## config.mk

```make
export PLATFORM = sky130hd
export DESIGN_NAME = tcs_ctrl
export DESIGN_NICKNAME = d
export VERILOG_FILES = /design/src/hw/rtl/tcs_pkg.sv /design/src/hw/rtl/tcs_ctrl.sv
export SDC_FILE = /design/constraint.sdc
export NUM_CORES = 1
export LEC_CHECK = 0
export BUFFER_PORTS_ARGS = -buffer_cell sky130_fd_sc_hd__buf_2
export CORE_AREA = 2 2 39 41
export DETAILED_ROUTE_END_ITERATION = 10
export DIE_AREA = 0 0 41 43
export GPL_ROUTABILITY_DRIVEN = 0
export SLEW_MARGIN = 5
export SYNTH_ARGS = -nofsm -noshare
export SYNTH_HDL_FRONTEND = slang
export SYNTH_SLANG_ARGS = --single-unit
```

## constraint.sdc

```tcl
create_clock -name clk -period 1.2 [get_ports clk]
set_clock_uncertainty 0.15 [all_clocks]
set_input_delay 0.24 -clock clk [delete_from_list [all_inputs] [get_ports clk]]
set_output_delay 0.24 -clock clk [all_outputs]
set_load 0.05 [all_outputs]
```

## src/hw/rtl/tcs_pkg.sv

```systemverilog
// tcs_pkg: sizes, codes, payload types and controller types of the text console scroller
// no dependencies; every other file of the block but tcs_ram refers to it by scoped names
`default_nettype none

package tcs_pkg;

    localparam int COLS   = 80;
    localparam int ROWS   = 25;
    localparam int CELLS  = ROWS * COLS;
    localparam int ADDR_W = $clog2(CELLS);
    localparam int ROW_W  = $clog2(ROWS);
    localparam int COL_W  = 7;
    localparam int CELL_W = 16;

    localparam logic [7:0] CH_TAB      = 8'd9;
    localparam logic [7:0] CH_NEWLINE  = 8'd10;
    localparam logic [7:0] CH_SPACE    = 8'd32;
    localparam int         TAB_STEP    = 4;
    localparam logic [7:0] RESET_COLOR = 8'd15;

    localparam logic [1:0] MODE_CHAR  = 2'd0;
    localparam logic [1:0] MODE_CLEAR = 2'd1;
    localparam logic [1:0] MODE_READ  = 2'd2;

    typedef struct packed {
        logic [1:0] mode;
        logic [7:0] char_code;
        logic [4:0] read_row;
        logic [6:0] read_col;
    } cmd_item_t;

    typedef struct packed {
        logic [4:0]  cursor_row;
        logic [6:0]  cursor_col;
        logic [15:0] cell_value;
        logic        scrolled;
    } result_t;

    typedef enum logic [2:0] {
        S_INIT,
        S_IDLE,
        S_EXEC,
        S_READ,
        S_COPY,
        S_FILL,
        S_RESP
    } state_t;

    typedef struct packed {
        logic load;
        logic exec;
        logic capture;
        logic copy;
        logic fill;
    } ctl_t;

    typedef struct packed {
        logic [1:0] mode;
        logic       will_scroll;
        logic       read_ok;
        logic       copy_done;
        logic       fill_done;
    } sts_t;

endpackage

`default_nettype wire

```

## src/hw/rtl/tcs_ctrl.sv

```systemverilog
// tcs_ctrl: controller state machine of the text console scroller
// depends on tcs_pkg; drives the datapath through tcs_pkg::ctl_t
`default_nettype none

module tcs_ctrl (
    input  wire logic          clk,
    input  wire logic          rst_n,
    input  wire logic          start,
    input  wire tcs_pkg::sts_t sts,
    output tcs_pkg::ctl_t      ctl,
    output logic               busy,
    output logic               done
);

    tcs_pkg::state_t state_reg;
    tcs_pkg::state_t state_next;

    always_ff @(posedge clk or negedge rst_n)
    begin
        if (!rst_n)
        begin
            state_reg <= tcs_pkg::S_INIT;
        end
        else
        begin
            state_reg <= state_next;
        end
    end

    always_comb
    begin
        state_next = state_reg;
        ctl        = '0;
        busy       = 1'b1;
        done       = 1'b0;
        unique case (state_reg)
            tcs_pkg::S_INIT:
            begin
                ctl.fill = 1'b1;
                if (sts.fill_done)
                begin
                    state_next = tcs_pkg::S_IDLE;
                end
            end
            tcs_pkg::S_IDLE:
            begin
                busy = 1'b0;
                if (start)
                begin
                    ctl.load   = 1'b1;
                    state_next = tcs_pkg::S_EXEC;
                end
            end
            tcs_pkg::S_EXEC:
            begin
                ctl.exec = 1'b1;
                unique case (sts.mode)
                    tcs_pkg::MODE_CHAR:
                        state_next = sts.will_scroll ? tcs_pkg::S_COPY : tcs_pkg::S_RESP;
                    tcs_pkg::MODE_CLEAR:
                        state_next = tcs_pkg::S_FILL;
                    tcs_pkg::MODE_READ:
                        state_next = sts.read_ok ? tcs_pkg::S_READ : tcs_pkg::S_RESP;
                    default:
                        state_next = tcs_pkg::S_RESP;
                endcase
            end
            tcs_pkg::S_READ:
            begin
                ctl.capture = 1'b1;
                state_next  = tcs_pkg::S_RESP;
            end
            tcs_pkg::S_COPY:
            begin
                ctl.copy = 1'b1;
                if (sts.copy_done)
                begin
                    state_next = tcs_pkg::S_FILL;
                end
            end
            tcs_pkg::S_FILL:
            begin
                ctl.fill = 1'b1;
                if (sts.fill_done)
                begin
                    state_next = tcs_pkg::S_RESP;
                end
            end
            tcs_pkg::S_RESP:
            begin
                done       = 1'b1;
                state_next = tcs_pkg::S_IDLE;
            end
            default:
            begin
                state_next = tcs_pkg::S_IDLE;
            end
        endcase
    end

endmodule

`default_nettype wire

```

==> metrics.md <==
| Metric | Value |
|---|---|
| # rows | `14` |
| Synthesis-to-layout area growth | `132.4%` |
| Max-Cap Viols | `0` |
| Achievable Freq | `632.8 MHz` |
| Crit-path max FO | `4` |
| 1st-iter DRT viols | `6` |
| Final Total Pwr | `1698 uW` |
| Synth top area share | `a little under a third` |
| Yosys reg bits | `3` |
| Clock group share of total power | `roughly a tenth` |
| Vias in the first global route | `292` |
| Fillers | `136` |
| # DRC | `0` |
| Kind of critical path | `reg2out` |
| Netlist cell types | `18` |
| Failing checks | `setup timing` |
| Pleak | `0.0002546 uW` |
| Main area contributors after synthesis | `dfrtp_1 (32%), nand2b_1 (8.0%), nor2b_1 (8.0%)` |
| Reg2Reg Setup Slack | `-0.18 ns` |
| Max FFs per register | `3` |
| Die area | `approximately 1800 um2` |
| Final hold violation count | `0` |
| Final setup vio count | `9` |
| Setup WS post-layout | `-0.3802 ns` |
| Worst setup path endpoint | `ctl[2]` |
| Clock-pin slew on the worst setup and hold paths | `0.03 ns` |
| Core ar. | `1384 um2` |
| Routed via count | `301` |
| Num CTS Buffers | `3` |
| YS warnings | `0` |
| Ant diodes | `0` |
| Internal power | `894.2 uW` |
| Req. time, crit path | `0.81 ns` |
| Reg2reg path depth | `3` |
| First-pass GRT wire length | `around 1200 um` |
| Critical path launch point | `state_reg[0]` |
| Critical path launch point type | `flop` |
| Switch Pwr | `804.3 uW` |
| Hold_sp | `sts[5]` |
| Antenna Nets Post-Route | `0` |
| Max H-tree Level | `1` |
| Initial Utilization | `about 17%` |
| CTS max path bufs | `2` |
| RSZ-0062 raised after global routing | `true` |
| Max-slew headroom | `83.62%` |
| Reg2reg end | `state_reg[0]` |
| Peak supply drop | `1.325 mV` |
| Post-synthesis sequential area ratio | `31.91%` |
| Crit path largest cell delay | `0.40 ns` |
| Reg area | `78.83 um2` |
| Die Y | `43 um` |
| DIE WIDTH | `41 um` |
| IO Port Bufs | `15` |
| Overall global routing resource usage | `between 10% and 20%` |
| Share of cells above drive strength 1 | `between 60% and 70%` |
| Total global routing overflow | `0` |
| Setup slack at placement | `-0.2399 ns` |
| HP Class | `in2reg` |
| Critical-path cell list | `nor2b_4 > and2_4 > buf_8` |
| Drt first pass iters | `2` |
| Final period utilization | `131.7%` |
| Largest net degree at the start of global routing | `8` |
| Final critical-path required period | `1.580 ns` |
| Clock root buffer | `clkbuf_4` |
| CTS Sinks | `3` |
| Num ports | `16` |
| Slew Viols, Final | `0` |
| Multi-input logic area | `212.7 um2` |
| Sw Share | `47.35%` |
| Reg2reg start | `state_reg[0]` |
| Syn_nets | `39` |
| Clk_lat worst skew | `0.23 ns` |
| Initial antenna violation count | `0` |
| Largest area contributor in the netlist | `dfrtp_1` |
| WL per Instance | `10.36 um` |
| Vias per cell | `about 4.1` |
| Setup crit end kind | `primary output` |
| Sequential Power Share | `15.2%` |
| Status | `complete, but fails checks` |
| Syn_area_per_cell | `approximately 7.8 um2` |
| Synthesized area | `235.2 um2` |
| Combinational share of power | `approximately 75%` |
| CTS tree | `done` |
| Critical path arrival | `1.19 ns` |
| Fin nets | `67` |
| Final WL | `756 um` |
| Critical-path top delay cell | `dfrtp_2` |
| Measured slew at the worst slew-check pin | `0.2474 ns` |
| Power Density | `a little over 3000 nW/um2` |
| Post-Syn Instances | `30` |
[through the flow]
step	hold slack, ns	std cells	instance area [um2]	util [%]	TNS [ns]
4_1_cts	0.1319	72	524.3	37.88	-2.686
5_1_grt	0.1357	73	546.8	39.51	-3.081
6_report	0.1323	73	546.8	39.51	-2.682
3_3_place_gp	-0.1128	66	429.2	31.01	-1.527
3_5_place_dp	-0.1102	66	429.2	31.01	-1.622
2_1_floorplan	-0.2056	30	294.0	-	-1.259
[area by class of cell]
class | count | share of cell area [%]
flip-flops and latches | 3 | 14.42
well taps | 16 | 3.661
repair buffers | 24 | 37.53
clock buffers | 4 | 4.805
inverters | 1 | 0.6865
multi-input cells | 25 | 38.90
[critical path: cells and delay by family (launching register included)]
kind | cells | cell delay [ns]
flops | 1 | 0.40
buf+inv | 1 | 0.14
simple gates | 2 | 0.42
[synthesized netlist by cell type, drive strengths merged]
cell type and n:
or2 1, mux2i 1, o31a 1, nand2 2
clkbuf 1, inv 1, nor2b 3, dfrtp 3
o211a 1, nand4b 1, a21oi 1, nor2 3
and2 2, o21ai 3, nor3 2, a221o 1
nand2b 3
[routing by layer]
layer	wire length [um]	GRT usage (%)	vias to the layer above
met4	0	2.000	0
met3	34	4.712	0
li1	-	-	159
met1	318	13.83	135
met2	403	14.37	7
met5	0	0	-
[layout by cell type, fill, tap and decap left out, drive strengths merged]
master / n
a21oi: 1
a221o: 1
and2: 2
buf: 23
clkbuf: 4
dfrtp: 3
dlygate4sd3: 1
inv: 1
mux2i: 1
nand2: 2
nand2b: 3
nand4b: 1
nor2: 3
nor2b: 3
nor3: 2
o211a: 1
o21ai: 3
o31a: 1
or2: 1
[power by group through the flow]
stage	combinational (uW)	sequential, uW	clock, uW
floorplan	773	233	0
global placement	1010	250	0
detailed placement	1020	256	0
CTS	1190	258	178
global route	1340	264	191
finish	1270	259	171
[what timing repair did]
| item | in CTS | in global routing |
|---|---|---|
| endpoints found under the setup margin | 9 | 10 |
| pin swaps | 2 | 3 |
| gates resized for setup | 17 | 4 |
| hold buffers | 1 | 0 |
| hold endpoints to repair | 3 | 0 |
| buffers inserted | 1 | 1 |
[cells by family after synthesis]
group                  after synthesis  share of synthesized area (%)
AO/OA/AOI/OAI                        7                          20.74
flip-flops                           3                          31.91
multiplexers                         1                          4.255
AND/OR/NAND/NOR                     17                          39.90
buffers and inverters                2                          3.188
[worst min path at each step]
stage / endpoint / slack, ns / cells after the start
floorplan: state_reg[0] / -0.21 / 0
global placement: state_reg[1] / -0.11 / 1
detailed placement: state_reg[1] / -0.11 / 1
CTS: state_reg[1] / 0.13 / 2
global route: state_reg[1] / 0.14 / 2
finish: state_reg[1] / 0.13 / 2
(Power assumes the default switching activity.)
